==> config.mk <==
export PLATFORM = sky130hd
export DESIGN_NAME = osm_sel
export DESIGN_NICKNAME = d
export VERILOG_FILES = /design/src/hw/rtl/osm_pkg.sv /design/src/hw/rtl/osm_sel.sv
export SDC_FILE = /design/constraint.sdc
export NUM_CORES = 1
export LEC_CHECK = 0
export BUFFER_PORTS_ARGS = -buffer_cell sky130_fd_sc_hd__buf_2
export CAP_MARGIN = 10
export CORE_AREA = 2 2 414 416
export CTS_CLUSTER_DIAMETER = 80
export DETAILED_ROUTE_END_ITERATION = 6
export DIE_AREA = 0 0 416 418
export HOLD_SLACK_MARGIN = 0.1
export PLACE_DENSITY_LB_ADDON = 0.15
export SYNTH_ARGS = -nofsm -noshare
export SYNTH_HDL_FRONTEND = slang
export SYNTH_SLANG_ARGS = --single-unit
==> constraint.sdc <==
create_clock -name clk_i -period 2.8 [get_ports clk_i]
set_input_delay 0.56 -clock clk_i [delete_from_list [all_inputs] [get_ports clk_i]]
set_output_delay 0.56 -clock clk_i [all_outputs]
set_load 0.01 [all_outputs]
==> src/hw/rtl/osm_pkg.sv <==
// Package for the order-statistic multiset: sizes, codes and item types.
package osm_pkg;

  localparam int unsigned CAPACITY   = 1024;
  localparam int unsigned IDX_W      = $clog2(CAPACITY);
  localparam int unsigned CNT_W      = $clog2(CAPACITY + 1);
  localparam int unsigned VAL_W      = 32;
  localparam int unsigned OUT_CNT_W  = 11;
  localparam int unsigned GROUP_SIZE = 32;
  localparam int unsigned NUM_GROUPS = (CAPACITY + GROUP_SIZE - 1) / GROUP_SIZE;

  typedef enum logic {
    OP_INSERT = 1'b0,
    OP_REMOVE = 1'b1
  } op_e;

  typedef enum logic [1:0] {
    ST_OK   = 2'd0,
    ST_FULL = 2'd1,
    ST_RANK = 2'd2
  } status_e;

  typedef struct packed {
    logic                    op;
    logic signed [VAL_W-1:0] operand;
  } osm_in_t;

  typedef struct packed {
    logic signed [VAL_W-1:0] value;
    logic [1:0]              status;
    logic [OUT_CNT_W-1:0]    count;
  } osm_out_t;

  // Broadcast to every cell in the cycle an item is accepted.
  typedef struct packed {
    logic                    ins;
    logic                    rem;
    logic signed [VAL_W-1:0] key;
    logic [IDX_W-1:0]        rem_idx;
    logic [CNT_W-1:0]        count;
  } osm_cmd_t;

endpackage

==> src/hw/rtl/osm_sel.sv <==
// Registered OR of one group of cell read-outs for the removed value.
module osm_sel (
  input  logic                            clk_i,
  input  logic                            en_i,
  input  logic [osm_pkg::VAL_W-1:0]       hit_i [osm_pkg::GROUP_SIZE],
  output logic [osm_pkg::VAL_W-1:0]       part_o
);
  import osm_pkg::*;

  logic [VAL_W-1:0] part_q, part_d;

  always_comb begin
    part_d = '0;
    for (int unsigned g = 0; g < GROUP_SIZE; g++) begin
      part_d = part_d | hit_i[g];
    end
  end

  always_ff @(posedge clk_i) begin
    if (en_i) begin
      part_q <= part_d;
    end
  end

  assign part_o = part_q;

endmodule

==> results.md, run 1 <==
- Sequential share of power: 24.1%
- Worst rel slew slack: 43.5%
- Design area: 11800 sq um
- Antenna Nets Post-Route: 0
- Yosys warns: 0
- Placer Congestion: 0.903
- Fraction of layout cells with a size suffix above 1: 76.3%
- Sequential-to-total area share from yosys stat: 28.6%
- H-tree levels: 2
- Gr usage total: 10.2%
- Pwr per Cell Area: 196 nW/um^2
- # resized after CTS: 0
- Switching Share: 37.2%
- Hold Violations, Final: 0
- Post-CTS Setup Bufs: 0
- Worst hold path class: in2reg
- Clk pwr share: 29.8%
- Die span in x: 416 um
- Die H: 418 um
- Area growth from synthesis to layout: 252%
- WL/cell: 25.2 um
- Non-Filler Instances: 3708
- Final Slew Violations: 0
- Post-Synthesis Mean Instance Area: 8.76 sq um
- Routed vias: 9148
- Die area: 174000 sq um
- Hold_ws: 0.581 ns
- IO Pins: 1058
- Hold buffer count at cts: 0
- Drt total wl: 93.5 mm
- CP endpoint kind: register
- Root Buffer: clkbuf_16
- Initial antenna violation count: 141
- Final #Nets: 2500
- Worst setup path class: in2reg
- Setup WS post-layout: 0.852 ns
- Slew of the pin with the lowest slew margin: 0.839 ns
- CP required: 2.90 ns
- Max Freq: 513 MHz
- CTS clk-pin slew, worst paths: 0.08 ns
- Initial Util: 1.99%
- P_leak: 4.84 nW
- Outcome: finished, final reports clean
- Max clock buf depth: 2
- Core Area: 169000 sq um
- Max reg flops: 32
- Crit start category: input pin
- Initial DRC Count: 357
- Hold Path Depth: 4
- Unrepaired setup endpoints after global routing: no
- Residual DRC: 0
- Clock Sinks: 32
- Setup TNS: 0 ns
- Place WS: 0.295 ns
- Gate Count Post-Synth: 384
- Internal cell power: 1.46 mW
- Max FO, Critical Path: 1
- Vias per cell: 2.47
- Syn nets: 1410
- Yosys reg bits: 32
- Largest net degree at the start of global routing: 16
- Netlist cell types: 5
- Maximum vdd ir drop: 0.000193 V
- Max-Cap Viols: 0
- Comb power frac: 46.1%
- First-pass DRT Iterations: 5
- Area after DPL: 11700 sq um
- FILL cells: 20100
- Worst min-delay path endpoint: part_o[23]
- Rows: 151
- Crit path time final: 1.95 ns
- IO buf count: 1057
- Crit share post-route: 69.6%
- # setup viols final: 0
- Post-synthesis cell area: 3360 sq um
- GRT overflow: 0
- Post-DP HPWL: 89.8 mm
- First-pass GRT wire length: 110 mm
- CTS tree: yes
- Min-delay src: hit_i[279]
- Placed cells: 3685
- Final core occ: 7.00%
- Power Total: 2.32 mW
- Vias in the first global route: 9219
- CTS buffer count: 5
- Sw power: 863 uW
- Worst path arrival time: 2.05 ns
power groups by stage:
stage               sequential [mW]  clock, mW  combinational [mW]
finish                        0.559      0.692                1.07
global route                  0.563      0.797                1.16
CTS                           0.561      0.812                1.10
detailed placement            0.572          0                1.10
global placement              0.573          0                1.10
floorplan                     0.580          0              0.0729
logic make-up (layout without fill, tap and decap cells):
family | Yosys count | count (layout) | synth area share [%]
flops | 32 | 32 | 28.6
other cells | 0 | 16 | 0
simple gates | 352 | 352 | 71.4
buf+inv | 0 | 1090 | 0
worst max-delay path by stage:
stage	from	slack (ns)	to	cells after the start
finish	hit_i[1015]	0.85	part_o[23]	4
global route	hit_i[204]	0.80	part_o[12]	5
CTS	hit_i[204]	0.71	part_o[12]	5
detailed placement	hit_i[204]	0.29	part_o[12]	5
global placement	hit_i[204]	0.28	part_o[12]	5
floorplan	hit_i[192]	1.42	part_o[0]	3
synth_stat cells:
master	n	area, sq um
nor4_2	32	400
edfxtp_1	32	961
nor4_1	224	1400
or2_1	32	200
nand4_1	64	400
placed cells by master, fill, tap and decap left out:
cell        instances
edfxtp_1           32
nor4_2             34
nand4_1            64
clkinv_2            1
buf_4              26
buf_12              1
or2_1              32
diode_2            16
clkinvlp_4          1
clkbuf_16           5
buf_2            1056
nor4_1            222
area by class of cell:
cell class                 instances  area [sq um]  area share (%)
timing repair buffer            1083          5500            46.5
multi-input combinational        352          2410            20.4
tap                             2218          2780            23.5
clock inverter                     2          12.5           0.106
clock buffer                       5           125            1.06
sequential                        32           961            8.12
antenna                           16          40.0           0.338
critical path, cell delays in order:
cell and delay [ns]:
buf_2 0.11, nor4_1 0.54, nand4_1 0.48, or2_1 0.35
routing by layer:
layer | wire length (um) | global-route usage, % | vias up
met5 | 394 | 0 | -
met4 | 3030 | 2.48 | 60
met3 | 6850 | 2.94 | 268
met2 | 47200 | 18.6 | 723
met1 | 36000 | 11.6 | 4075
li1 | - | - | 4022
No activity file was read; power rests on OpenSTA's default activity.
==> run 2, diff against run 1 <==
--- a/config.mk
+++ b/config.mk
@@ -7,10 +7,10 @@
 export LEC_CHECK = 0
 export BUFFER_PORTS_ARGS = -buffer_cell sky130_fd_sc_hd__buf_2
 export CAP_MARGIN = 10
-export CORE_AREA = 2 2 414 416
+export CORE_AREA = 2 2 413 415
 export CTS_CLUSTER_DIAMETER = 80
 export DETAILED_ROUTE_END_ITERATION = 6
-export DIE_AREA = 0 0 416 418
+export DIE_AREA = 0 0 415 417
 export HOLD_SLACK_MARGIN = 0.1
 export PLACE_DENSITY_LB_ADDON = 0.15
 export SYNTH_ARGS = -nofsm -noshare
==> constraint.sdc (replaced) <==
create_clock -name clk_i -period 1.8 [get_ports clk_i]
set_input_delay 0.36 -clock clk_i [delete_from_list [all_inputs] [get_ports clk_i]]
set_output_delay 0.36 -clock clk_i [all_outputs]
set_load 0.01 [all_outputs]
==> run 2 against run 1 <==
Compared with the run above:
- sequential cell count did not move
- clock-buffer cell count did not move
- die area fell by 0.48%
- routed wire length fell by 12%
- setup slack got worse by 0.79 ns
- utilization rose by 0.19 points
==> results.md, run 2 (synthesis results as in run 1) <==
- First-pass DRT Iterations: 4
- Die H: 417 um
- Highest-count cells in the layout ignoring fill and taps: buf_2 (1056), nor4_1 (217), nand4_1 (64), buf_4 (60), nor4_2 (37)
- Vias in the first global route: 9263
- Routed vias: 8750
- Final core occ: 7.18%
- Crit path time final: 1.74 ns
- CTS clk-pin slew, worst paths: 0.09 ns
- Hold_ws: 0.357 ns
- # setup viols final: 0
- First element of the critical path: hit_i[731]
- Initial antenna violation count: 70
- Vias per cell: 2.34
- Worst min-delay path endpoint: part_o[17]
- Worst setup path class: in2reg
- Power Total: 3.74 mW
- Max reg flops: 32
- Max Freq: 575 MHz
- Die span in x: 415 um
- Antenna Nets Post-Route: 0
- Clock Sinks: 32
- GRT overflow: 0
- Setup WS post-layout: 0.0598 ns
- Min-delay src: hit_i[529]
- Reg area: 961 sq um
- Largest net degree at the start of global routing: 33
- Initial DRC Count: 306
- Slew of the pin with the lowest slew margin: 0.922 ns
- CP endpoint kind: register
- Post-DP HPWL: 77.7 mm
- Area growth from synthesis to layout: 260%
- Residual DRC: 0
- Unrepaired setup endpoints after global routing: no
- CTS buffer count: 5
- Setup TNS: 0 ns
- Maximum vdd ir drop: 0.000347 V
- IO Pins: 1058
- GR Layer Usage met3: 2.46%
- First-pass GRT wire length: 99.5 mm
- M1 GR Usage: 10.8%
- Rows: 151
- Post-CTS Setup Bufs: 0
- CTS tree: yes
- P_leak: 5.02 nW
- Fraction of layout cells with a size suffix above 1: 77.0%
- Critical-path top delay cell: nor4_1
- Core Area: 169000 sq um
- Initial Util: 2.00%
- Outcome: finished, final reports clean
- Top Usage Layer GRT: met2
- Max FO, Critical Path: 1
- Worst hold path class: in2reg
- Place WS: -0.886 ns
- Worst rel slew slack: 37.9%
- Hold Path Depth: 4
- Worst Path Buf+Inv: 2
- Drt total wl: 82.1 mm
- Worst path arrival time: 1.85 ns
- Crit share post-route: 96.7%
- Pwr per Cell Area: 309 nW/um^2
- Max clock buf depth: 2
- CP peak stage delay: 0.74 ns
- Commonest non-fill, non-tap cell in the layout: buf_2
- Crit start category: input pin
- WL/cell: 22.0 um
- CP delay by family, top: simple AND/OR/NAND/NOR gates
- Hold Violations, Final: 0
- Multi-input gate area: 2460 sq um
- CP required: 1.91 ns
- FILL cells: 20100
- Root Buffer: clkbuf_16
- Die area: 173000 sq um
- Final Slew Violations: 0
- Crit path cell chain: buf_2, nor4_1, nand4_1, buf_4, or2_1
- Max-Cap Viols: 0
- Final #Nets: 2534
- Placer Congestion: 0.887
- Met2 Use GR: 16.2%
- H-tree levels: 2
- IO buf count: 1057
- Gr usage total: 9.06%
## run 2: repair_timing
| item | CTS | global route |
|---|---|---|
| setup endpoints to repair | 2 | 1 |
| resized for setup | 4 | 1 |
| hold buffers | 0 | 0 |
| pin swaps | 1 | 0 |
## run 2: cell type report
class,count,area share (%)
Timing Repair Buffer,1117,47.5
Tap cell,2218,22.9
Multi-Input combinational cell,352,20.3
Sequential cell,32,7.94
Clock buffer,5,1.03
Antenna cell,8,0.165
Clock inverter,2,0.0620
## run 2: how the worst max path moves through the flow
stage                     cells after the start         end
after CTS                                     4   part_o[5]
after global routing                          5  part_o[27]
after detailed placement                      5   part_o[0]
final                                         5  part_o[27]
after floorplan                               3   part_o[0]
after global placement                        5   part_o[0]
## run 2: layer usage
metal  vias to the layer above  part of all wire, %
met3                       144                  7.4
met5                         -                 0.28
met1                      3943                   40
met2                       547                   50
li1                       4082                    -
met4                        34                  2.0
## run 2: metrics by stage
| step | instances | area [sq um] |
|---|---|---|
| 2_1_floorplan | 384 | 3360 |
| 3_3_place_gp | 3719 | 11900 |
| 3_5_place_dp | 3719 | 11900 |
| 4_1_cts | 3726 | 12100 |
| 5_1_grt | 3729 | 12100 |
| 6_report | 3734 | 12100 |
## run 2: power by group
part	switching [mW]	total, mW	internal [mW]
sequential	0.0239	0.878	0.854
clock	0.644	1.15	0.507
combinational	0.785	1.71	0.923
total	1.45	3.74	2.28
