<file path="src/hw/rtl/osm_pkg.sv">
// Package for the order-statistic multiset: sizes, codes and item types.
package osm_pkg;

  localparam int unsigned CAPACITY   = 1024;
  localparam int unsigned IDX_W      = $clog2(CAPACITY);
  localparam int unsigned CNT_W      = $clog2(CAPACITY + 1);
  localparam int unsigned VAL_W      = 32;
  localparam int unsigned OUT_CNT_W  = 11;
  localparam int unsigned GROUP_SIZE = 32;
  localparam int unsigned NUM_GROUPS = (CAPACITY + GROUP_SIZE - 1) / GROUP_SIZE;

  typedef enum logic {
    OP_INSERT = 1'b0,
    OP_REMOVE = 1'b1
  } op_e;

  typedef enum logic [1:0] {
    ST_OK   = 2'd0,
    ST_FULL = 2'd1,
    ST_RANK = 2'd2
  } status_e;

  typedef struct packed {
    logic                    op;
    logic signed [VAL_W-1:0] operand;
  } osm_in_t;

  typedef struct packed {
    logic signed [VAL_W-1:0] value;
    logic [1:0]              status;
    logic [OUT_CNT_W-1:0]    count;
  } osm_out_t;

  // Broadcast to every cell in the cycle an item is accepted.
  typedef struct packed {
    logic                    ins;
    logic                    rem;
    logic signed [VAL_W-1:0] key;
    logic [IDX_W-1:0]        rem_idx;
    logic [CNT_W-1:0]        count;
  } osm_cmd_t;

endpackage

</file>
<file path="src/hw/rtl/osm_cell.sv">
// One storage cell of the sorted chain: holds a single value.
module osm_cell (
  input  logic                            clk_i,
  input  logic [osm_pkg::IDX_W-1:0]       idx_i,
  input  osm_pkg::osm_cmd_t               cmd_i,
  input  logic signed [osm_pkg::VAL_W-1:0] prev_val_i,
  input  logic                            prev_gt_i,
  input  logic signed [osm_pkg::VAL_W-1:0] next_val_i,
  output logic signed [osm_pkg::VAL_W-1:0] val_o,
  output logic                            gt_o,
  output logic signed [osm_pkg::VAL_W-1:0] hit_val_o
);
  import osm_pkg::*;

  logic signed [VAL_W-1:0] val_q, val_d;
  logic                    occupied;

  assign occupied = CNT_W'(idx_i) < cmd_i.count;
  // Set at and after the insertion point; empty cells count as after.
  assign gt_o     = !(occupied && (val_q <= cmd_i.key));
  assign val_o    = val_q;

  always_comb begin
    val_d = val_q;
    if (cmd_i.ins && gt_o) begin
      val_d = prev_gt_i ? prev_val_i : cmd_i.key;
    end else if (cmd_i.rem && (idx_i >= cmd_i.rem_idx)) begin
      val_d = next_val_i;
    end
  end

  assign hit_val_o = (cmd_i.rem && (idx_i == cmd_i.rem_idx)) ? val_q : '0;

  always_ff @(posedge clk_i) begin
    val_q <= val_d;
  end

endmodule

</file>
<file path="config.mk">
export PLATFORM = sky130hd
export DESIGN_NAME = osm_cell
export DESIGN_NICKNAME = d
export VERILOG_FILES = /design/src/hw/rtl/osm_pkg.sv /design/src/hw/rtl/osm_cell.sv
export SDC_FILE = /design/constraint.sdc
export NUM_CORES = 1
export LEC_CHECK = 0
export BUFFER_PORTS_ARGS = -buffer_cell sky130_fd_sc_hd__buf_2
export CAP_MARGIN = 20
export CORE_MARGIN = 8
export CORE_UTILIZATION = 45
export DETAILED_ROUTE_END_ITERATION = 8
export PLACE_DENSITY_LB_ADDON = 0.3
export SYNTH_ARGS = -nofsm -noshare
export SYNTH_HDL_FRONTEND = slang
export SYNTH_SLANG_ARGS = --single-unit
</file>
<file path="constraint.sdc">
create_clock -name clk_i -period 3.85 [get_ports clk_i]
set_input_delay 0.5775 -clock clk_i [delete_from_list [all_inputs] [get_ports clk_i]]
set_output_delay 0.5775 -clock clk_i [all_outputs]
set_load 0.005 [all_outputs]
</file>
==> results of run 1 <==
-- final timing paths --
check | slack, ns | to
worst max-delay path | 0.33 | gt_o
worst min-delay path | 0.59 | val_o[12]
worst max register to register | 0.62 | val_o[1]
worst min register to register | 1.41 | val_o[24]
-- cell usage after synthesis (all sizes together), types with 2 or more instances --
cell,instances,area [um^2]
a21oi,20,100.1
o211a,2,20.02
nand3,4,20.02
nor3,2,10.01
nor2,2,7.510
nand2b,2,12.51
mux2,33,480.5
inv,56,210.2
o211ai,2,20.02
o21ai,41,205.2
edfxtp,32,960.9
nand4,10,68.81
a21o,8,60.06
clkbuf,9,33.78
a31oi,2,12.51
ha,51,638.1
and2,33,207.7
nand2,40,150.1
buf,5,75.07
or4,2,18.77
-- critical path, delay by kind of cell, from the launching register on --
family	cells	cell delay, ns
flops	1	0.42
compound gates	2	0.35
buf+inv	1	0.16
simple gates	4	1.30
fa+ha+maj	1	0.43
-- metal layers --
| metal | share of wire, % | global-route usage [%] |
|---|---|---|
| met2 | 50 | 34.24 |
| met5 | 0 | 0 |
| met1 | 41 | 20.39 |
| met3 | 8.3 | 4.321 |
| met4 | 0.56 | 4.116 |
-- power breakdown --
part / switching (mW) / internal, mW
Clock: 0.135 / 0.192
Sequential: 0.0738 / 0.531
Combinational: 0.392 / 0.419
Total: 0.601 / 1.14
-- cells in the final DEF, fill, tap and decap left out, types with 2 or more instances in the layout --
master      n
a21o_1      7
a21oi_1    20
a31oi_1     2
and2_1     32
buf_2     195
buf_4       4
clkbuf_8    5
edfxtp_1   32
ha_1       51
inv_1      56
mux2_2      4
mux2_4     29
nand2_1    40
nand2b_1    2
nand3_1     4
nand4_1     9
nor2_1      2
nor3_1      2
o211a_1     2
o21ai_0    41
-- per-stage QoR --
stage | hold slack (ns) | instances | total power, mW
after global routing | 0.5670 | 659 | 1.872
after detailed placement | 0.8810 | 651 | 1.427
after CTS | 0.5826 | 659 | 1.761
final | 0.5922 | 659 | 1.742
after floorplan | 0.7955 | 366 | 1.151
after global placement | 0.8791 | 651 | 1.395
-- layout make-up --
type	count	area (um^2)
clock inverter	3	42.54
sequential	32	960.9
multi-input combinational	264	2118
fill	649	2741
timing repair buffer	200	1026
clock buffer	5	68.82
inverter	56	210.2
tap	99	123.9
-- cells by family after synthesis --
kind of cell | Yosys count | share of synthesized area [%]
and+or+nand+nor | 99 | 15.51
muxes | 33 | 14.14
buffers and inverters | 70 | 9.392
adders and majority gates | 51 | 18.78
DFF | 32 | 28.29
AOI/OAI and AO/OA | 81 | 13.89
==> results.md, run 1 <==
* Outcome: finished, final reports clean
* Vias per inst at 4.917
* Hold crit path type: input pin to flop
* Die height at 102.9 um
* Cts repair resizes at 0
* # port buffers at just under 200
* Clock buffer depth at 2
* Maximum clock rate at around 280 MHz
* Hold path startpoint: next_val_i[12]
* Setup WS pre-CTS at around 0.38 ns
* Crit. Startpoint: val_o[31]
* # H-tree levels at 2
* CTS Sinks at 32
* IO Count at 196
* Placed cell area at around 4400 um^2
* Type of origin of the critical path: flop
* Grt total ovfl at 0
* Critical setup path kind: flop to primary output
* Post-CTS setup buffer count at 0
* Max-slew headroom at 37.66%
* Final slew viol count at 0
* Gp weighted congestion at about 0.82
* CTS root buffer: clkbuf_8
* Reg-to-Reg Start: val_o[31]
* First drt pass iteration count at 4
* Mapped Area at about 3400 um^2
* EDFF count, synth at 32
* Worst Tran Pin Value at 0.9351 ns
* # nets final at ~740
* Starting Density at between 40% and 50%
* Pwr/cell area at between 300 and 400 nW/um^2
* Max reg flops at 32
* Number of global-route vias before repair at about 3500
* Global-route wire length before repair at ~15 mm
* Wire per inst at 15.34 um
* Ys Warns at 0
* CTS Hold Buffers Added at 0
* Cells along the critical path: ha_1, nand4_2, or4_4, or3_1, o211a_1, and2_2, o21ai_0, buf_2
* Clock-pin slew on the worst setup and hold paths at approximately 0.07 ns
* Final Hold Viols at 0
* Row Count at 31
* Final Critical Period at about 3.5 ns
* DR vias at about 3200
* Synth cell types at 37
* Clock skew at around 0.0047 ns
* Data required, critical path at 3.27 ns
* Worst reg2reg path depth at 8
* Critical-path top delay cell: or4_4
* Max Cap Viol at 0
* Maximum VDD drop at approximately 0.18 mV
* CTS buffer count at 5
* Antenna diode instance count at 0
* Unrepaired setup endpoints after global routing: no
* Syn Nets at between 500 and 600
* Crit path DAT at slightly below 3 ns
* Kind of end point of the critical path: primary output
* # setup viols final at 0
* Mapped Cells at between 300 and 400
* Die area at 10590 um^2
* Final period util at between 90% and 100%
* CTS tree: yes
* Starting DRT DRC Count at between 70 and 80
* Setup WS post-layout at about 0.33 ns
* Die width at slightly above 100 um
* Sequential-to-total area share from yosys stat at between 20% and 30%
* Drc violations at 0
* GRT Overall Usage at between 15 and 20%
* Top FF cell, synth: edfxtp_1
* Syn Area/Cell at between 9 and 10 um^2
* ANT nets after route at 0
* Synth async-reset ratio at 0%
* Synth Register Bits at 32
* Initial antenna violation count at 0
* Largest net degree at the start of global routing at 64
* Slowest stage delay, CP at 0.60 ns
* Setup TNS at 0 ns
* Hold Crit Depth at 2
* Synthesis-to-layout area growth at 33.96%
* Final Instance Area at between 4000 and 5000 um^2
* Clock latency on the worst-skew pair at around 0.28 ns
* Layout cell share with drive strength beyond 1 at between 40% and 50%
* Post-DP HPWL at 8.601 mm
* Highest fanout seen on the critical path at 6
* Routed WL at 10.11 mm
* Final Core Density at a little over three fifths
* CORE AREA at 7292 um^2
* P_leak at 2.557 nW
(Power assumes the default switching activity.)
==> run 2, diff against run 1 <==
--- a/config.mk
+++ b/config.mk
@@ -8,7 +8,7 @@
 export BUFFER_PORTS_ARGS = -buffer_cell sky130_fd_sc_hd__buf_2
 export CAP_MARGIN = 20
 export CORE_MARGIN = 8
-export CORE_UTILIZATION = 45
+export CORE_UTILIZATION = 49
 export DETAILED_ROUTE_END_ITERATION = 8
 export PLACE_DENSITY_LB_ADDON = 0.3
 export SYNTH_ARGS = -nofsm -noshare
==> constraint.sdc (replaced) <==
create_clock -name clk_i -period 4.5 [get_ports clk_i]
set_input_delay 0.675 -clock clk_i [delete_from_list [all_inputs] [get_ports clk_i]]
set_output_delay 0.675 -clock clk_i [all_outputs]
set_load 0.005 [all_outputs]
==> run 2 against run 1 <==
Effect of this change: die area decreased by 6.9%; via count shrank 0.28%; combinational power decreased by 15%; clock skew is 0.0016 ns higher; core utilization increased by 3.9 points; critical path depth increased by 2; sequential share of layout area rose by 0.35 points; register-to-register slack gained 0.50 ns; global-route usage up 0.94 points; critical endpoint unchanged; largest cell class unchanged; largest power group unchanged.
==> results.md, run 2 (synthesized netlist as in run 1, its figures left out) <==
* Hold crit path type: input pin to flop
* Pwr/cell area at approximately 320 nW/um^2
* DR vias at roughly 3200
* GRT Overall Usage at around 19%
* Highest fanout seen on the critical path at 6
* Buf/Inv on CP at 3
* CORE AREA at approximately 6800 um^2
* Final Hold Viols at 0
* Layout fillers at approximately 600
* Gp weighted congestion at roughly 0.82
* Type of origin of the critical path: input pin
* Die area at between 9000 and 10000 um^2
* Hold Crit Depth at 2
* Clock buffer depth at 2
* ANT nets after route at 0
* Layout cell share with drive strength beyond 1 at approximately 43%
* Crit path DAT at between 3 and 4 ns
* Data required, critical path at about 3.8 ns
* Slowest stage delay, CP at approximately 0.61 ns
* Hold path startpoint: next_val_i[24]
* Row Count at 30
* Cells along the critical path: buf_2, inv_1, ha_1, nand4_2, or4_4, or3_1, o211a_1, and2_2, o21ai_0, buf_2
* First drt pass iteration count at 6
* Sequential cell area at between 900 and 1000 um^2
* Max-slew headroom at a little under two fifths
* Max Cap Viol at 0
* Kind of end point of the critical path: primary output
* # nets final at about 740
* Wire per inst at roughly 15 um
* Antenna diode instance count at 0
* Vias per inst at about 5.1
* Final Critical Period at between 3 and 4 ns
* Final period util at 82.17%
* Die width at slightly below 100 um
* CTS Sinks at 32
* Cts repair resizes at 0
* Commonest non-fill, non-tap cell in the layout: buf_2
* IO Count at 196
* Critical-path top delay cell: or4_4
* Min-Delay Endpoint: val_o[24]
* Post-DP HPWL at ~8.3 mm
* Setup TNS at 0 ns
* Routed WL at 9.676 mm
* Most frequent cells in the layout: buf_2 (195), inv_1 (56), ha_1 (51)
* Number of global-route vias before repair at roughly 3400
* Met2 usage at a little over a third
* Outcome: finished, final reports clean
* Grt met3 use at under 10%
* Grt total ovfl at 0
* Drc violations at 0
* Clock latency on the worst-skew pair at 0.28 ns
* CTS buffer count at 5
* # setup viols final at 0
* Maximum VDD drop at around 0.16 mV
* P_leak at about 2.5 nW
* Synthesis-to-layout area growth at 31.79%
* # port buffers at around 200
* Clock-pin slew on the worst setup and hold paths at 0.07 ns
* Reg-to-reg critical path endpoint: val_o[17]
* Reg-to-Reg Start: val_o[31]
* Maximum clock rate at between 200 and 300 MHz
* Starting Density at around half
* # H-tree levels at 2
* Largest net degree at the start of global routing at 64
* Die height at ~100 um
* Max reg flops at 32
* GR Layer Usage met1 at between 20 and 25%
* Multi-input logic area at approximately 2100 um^2
* Worst Tran Pin Value at roughly 0.93 ns
* CTS root buffer: clkbuf_8
* Worst reg2reg path depth at 8
* Starting DRT DRC Count at 99
* Unrepaired setup endpoints after global routing: no
* Final slew viol count at 0
* CTS tree: yes
* R2R setup slack at 1.12 ns
* Crit-path leading delay family: simple AND/OR/NAND/NOR gates
* Worst hold slack at just under 0.7 ns
* Global-route wire length before repair at 15.70 mm
* Clock skew at ~0.0063 ns
* CTS Hold Buffers Added at 0
* Post-CTS setup buffer count at 0
* GR peak layer: met2
* Critical setup path kind: input pin to primary output
* Top cell by count, worst path: buf_2
* Initial antenna violation count at 0
-- run 2: changes by cell type in the layout (fill, tap and decap cells not counted) --
cell,previous run,this run
clkinv_2,1,0
clkinv_1,0,2
buf_4,4,2
bufinv_16,1,0
clkinvlp_4,1,0
-- run 2: stage by stage --
step	area [um^2]	worst slack, ns	instances	util (%)	total power, mW
2_1_floorplan	3397	0.8384	366	-	0.9850
3_3_place_gp	4400	0.8563	630	65.13	1.189
3_5_place_dp	4400	0.7569	630	65.13	1.216
4_1_cts	4477	0.8198	637	66.26	1.430
5_1_grt	4477	0.6886	637	66.26	1.519
6_report	4477	0.8025	637	66.26	1.410
-- run 2: how the worst max path moves through the flow --
stage,endpoint,depth (start not counted),start
finish,gt_o,10,cmd_i[52]
global route,gt_o,10,cmd_i[52]
CTS,gt_o,10,cmd_i[52]
detailed placement,val_o[16],10,cmd_i[52]
global placement,val_o[26],10,cmd_i[52]
floorplan,val_o[0],10,cmd_i[52]
-- run 2: layer usage --
| layer | share of wire (%) | vias to the layer above | wire, um |
|---|---|---|---|
| met2 | 50 | 114 | 4859 |
| met4 | 0.70 | 0 | 68 |
| met1 | 42 | 1449 | 4033 |
| met3 | 7.4 | 6 | 716 |
| met5 | 0 | - | 0 |
| li1 | - | 1662 | - |
-- run 2: cell type report --
type / instances / share of cell area, %
multi-input cells: 264 / 47.32
clock buffers: 5 / 1.537
clock inverters: 2 / 0.1677
repair buffers: 198 / 22.58
flip-flops and latches: 32 / 21.46
well taps: 80 / 2.236
inverters: 56 / 4.695
-- run 2: report_power, final --
| group | internal, mW | switching, mW |
|---|---|---|
| Combinational | 0.355 | 0.332 |
| Sequential | 0.454 | 0.0610 |
| Clock | 0.102 | 0.106 |
-- run 2: worst reg2reg max path, stage by stage (launching register included) --
cell	delay, ns
edfxtp_1	0.43
ha_1	0.42
nand4_2	0.16
or4_4	0.61
or3_1	0.35
o21ai_0	0.09
a21o_2	0.50
buf_12	0.26
mux2_4	0.32
==> run 3, diff against run 2 <==
--- a/config.mk
+++ b/config.mk
@@ -5,10 +5,11 @@
 export SDC_FILE = /design/constraint.sdc
 export NUM_CORES = 1
 export LEC_CHECK = 0
+export ABC_AREA = 1
 export BUFFER_PORTS_ARGS = -buffer_cell sky130_fd_sc_hd__buf_2
 export CAP_MARGIN = 20
 export CORE_MARGIN = 8
-export CORE_UTILIZATION = 49
+export CORE_UTILIZATION = 45
 export DETAILED_ROUTE_END_ITERATION = 8
 export PLACE_DENSITY_LB_ADDON = 0.3
 export SYNTH_ARGS = -nofsm -noshare
==> constraint.sdc (replaced) <==
create_clock -name clk_i -period 3.85 [get_ports clk_i]
set_input_delay 0.5775 -clock clk_i [delete_from_list [all_inputs] [get_ports clk_i]]
set_output_delay 0.5775 -clock clk_i [all_outputs]
set_load 0.005 [all_outputs]
==> run 3 against run 2 <==
Effect of this change: design area up 0.31%; clock skew down 0.0027 ns; sequential power is 13% higher; hold slack lost 0.13 ns; global-route usage up 0.25 points; critical endpoint unchanged; highest routed layer unchanged.
==> results.md, run 3 <==
* Final Hold Viols at 0
* Vias per inst at approximately 4.8
* IO Count at between 150 and 200
* Largest family of logic cells by synthesized area: simple AND/OR/NAND/NOR gates
* CTS buffer count at 5
* ANT nets after route at 0
* Most instantiated cells after synthesis: nand2_1 (144), inv_1 (94), ha_1 (51), nor2_1 (43), nand3_1 (37)
* Type of origin of the critical path: flop
* Maximum clock rate at 339.2 MHz
* Simple-gate share of the synthesized area at between 20% and 30%
* Slowest stage delay, CP at 0.43 ns
* Mapped Cells at 496
* Crit path DAT at around 2.4 ns
* Data required, critical path at approximately 3.3 ns
* Grt total ovfl at 0
* Mux cell area share after synthesis at 0.3332%
* Highest fanout seen on the critical path at 34
* Post-CTS setup buffer count at 0
* Clock buffer depth at 2
* Layout cell share with drive strength beyond 1 at a little under a third
* Critical-path top delay cell: edfxtp_1
* Syn Nets at 678
* # port buffers at roughly 200
* Synth Register Bits at 32
* Starting DRT DRC Count at around 110
* Clock share of power at around 16%
* Die width at just over 100 um
* Final period util at approximately three quarters
* Top FF cell, synth: edfxtp_1
* P_leak at ~2.8 nW
* Die area at ~11000 um^2
* Compound-cell area share of the yosys netlist at 10.18%
* Kind of end point of the critical path: primary output
* Ys Warns at 0
* Outcome: finished, final reports clean
* Yosys top cell area share at around 28%
* Post-DP HPWL at between 8 and 9 mm
* R2R setup slack at about 1 ns
* Clock-pin slew on the worst setup and hold paths at roughly 0.070 ns
* Antenna diode instance count at 0
* Final slew viol count at 0
* Wire per inst at about 14 um
* Cells along the critical path: ha_1, nand2_1, nor2_1, nand2_1, inv_1, nand2_1, nand2_1, nand2_1, nand3_1, nand3_2, nand2_4, buf_2
* GRT Overall Usage at approximately a fifth
* Most frequent cells in the layout: buf_2 (195), nand2_1 (144), inv_1 (94)
* CORE AREA at 7253 um^2
* Unrepaired setup endpoints after global routing: no
* Mapped Area at about 3400 um^2
* # nets final at roughly 860
* Xor/xnor share of the synthesized area at 0%
* CTS tree: yes
* CTS Hold Buffers Added at 0
* Synthesis-to-layout area growth at 32.88%
* Sequential-to-total area share from yosys stat at 28.43%
* Commonest non-fill, non-tap cell in the layout: buf_2
* Maximum VDD drop at just under 0.2 mV
* Largest net degree at the start of global routing at 64
* Syn Area/Cell at slightly below 7 um^2
* Synth top area cells: edfxtp_1 (28%), ha_1 (19%), nand2_1 (16%), inv_1 (10%), nand3_1 (5.5%)
* Drc violations at 0
* CTS root buffer: clkbuf_8
* Int Power at ~0.9 mW
* Final Critical Period at roughly 2.9 ns
* Worst Tran Pin Value at roughly 0.97 ns
* Row Count at 31
* Top cell by count, worst path: nand2_1
* Synth area leader: edfxtp_1
* CTS Sinks at 32
* Synthesized-area fraction occupied by adder cells at 18.88%
* Setup WS post-layout at between 0.9 and 1 ns
* Initial antenna violation count at 0
* Clock skew at 0.003607 ns
* First drt pass iteration count at 4
* Combinational power share at about 46%
* Setup WS pre-CTS at 0.7178 ns
* Routed WL at 10.63 mm
* # setup viols final at 0
* DR vias at approximately 3700
* Max-slew headroom at between 30% and 40%
* Pwr/cell area at around 340 nW/um^2
* Starting Density at 46.59%
* Setup TNS at 0 ns
* Max reg flops at 32
* Max Cap Viol at 0
* Clock latency on the worst-skew pair at roughly 0.28 ns
* Synth cell types at 23
* Die height at 102.7 um
* Switch Pwr at about 0.6 mW
* Hold crit path type: input pin to flop
* Synth async-reset ratio at 0%
* Number of global-route vias before repair at 3789
* Net switching fraction of the power at between 30% and 40%
* # H-tree levels at 2
* EDFF count, synth at 32
* Gp weighted congestion at approximately 0.88
* Most frequent cell after synthesis: nand2_1
* Critical setup path kind: flop to primary output
* Global-route wire length before repair at 16.61 mm
* Cts repair resizes at 0
* Reg power frac at 38.0%
==> run 3: cell count changes in the layout (fill, tap and decap cells not counted), moves of 3 or more <==
cell     change
a21o_1       -6
and2_1      -32
inv_1       +38
mux2_2       -3
mux2_4      -29
nand2_1    +104
nand3_1     +32
nand4_1      -5
nor2_1      +41
o21a_1       +3
o21ai_0      -7
==> run 3: area by class of cell <==
cell class	count	area, um^2
Clock buffer	7	76.32
Fill cell	707	2763
Multi-Input combinational cell	350	1962
Timing Repair Buffer	198	1011
Tap cell	99	123.9
Clock inverter	1	3.754
Sequential cell	32	960.9
Inverter	94	352.8
==> run 3: power groups by stage <==
stage / Sequential [mW] / Clock [mW] / Combinational [mW]
final: 0.580 / 0.245 / 0.700
after global routing: 0.594 / 0.261 / 0.811
after floorplan: 0.585 / 0 / 0.442
after CTS: 0.581 / 0.249 / 0.711
after detailed placement: 0.586 / 0 / 0.706
after global placement: 0.584 / 0 / 0.683
==> run 3: final timing paths <==
kind | startpoint | to | depth (start not counted)
worst min-delay path | next_val_i[10] | val_o[10] | 3
worst max register to register | val_o[15] | val_o[14] | 15
worst max-delay path | val_o[15] | gt_o | 12
worst min register to register | val_o[31] | val_o[25] | 7
==> run 3: critical path: cells and delay by family, from the launching register on <==
family | cells | cell delay (ns)
AND/OR/NAND/NOR | 9 | 1.08
flip-flops | 1 | 0.43
adder cells (fa/ha/maj) | 1 | 0.32
buffers and inverters | 2 | 0.26
==> run 3: metal layers <==
| layer | global-route usage (%) | routed length, um | vias to the layer above |
|---|---|---|---|
| met5 | 0 | 0 | - |
| met1 | 21.82 | 4281 | 1625 |
| met2 | 36.86 | 5417 | 143 |
| met3 | 3.849 | 874 | 6 |
| met4 | 4.402 | 59 | 0 |
| li1 | - | - | 1950 |
==> run 3: kinds of logic (layout without fill, tap and decap cells) <==
| family | Yosys count | in the layout |
|---|---|---|
| AO/OA/AOI/OAI | 64 | 64 |
| flip-flops | 32 | 32 |
| adder cells (fa/ha/maj) | 51 | 51 |
| multiplexers | 1 | 1 |
| AND/OR/NAND/NOR | 234 | 234 |
| buffers and inverters | 114 | 300 |
==> run 3: per-stage QoR <==
stage	area [um^2]	util, %	total power [mW]	cells	hold WS (ns)
final	4491	61.91	1.526	781	0.5595
after global routing	4491	61.91	1.666	781	0.5602
after CTS	4491	61.91	1.541	781	0.5532
after detailed placement	4410	60.81	1.293	773	0.8421
after global placement	4410	60.81	1.267	773	0.8457
after floorplan	3379	-	1.027	496	0.7561
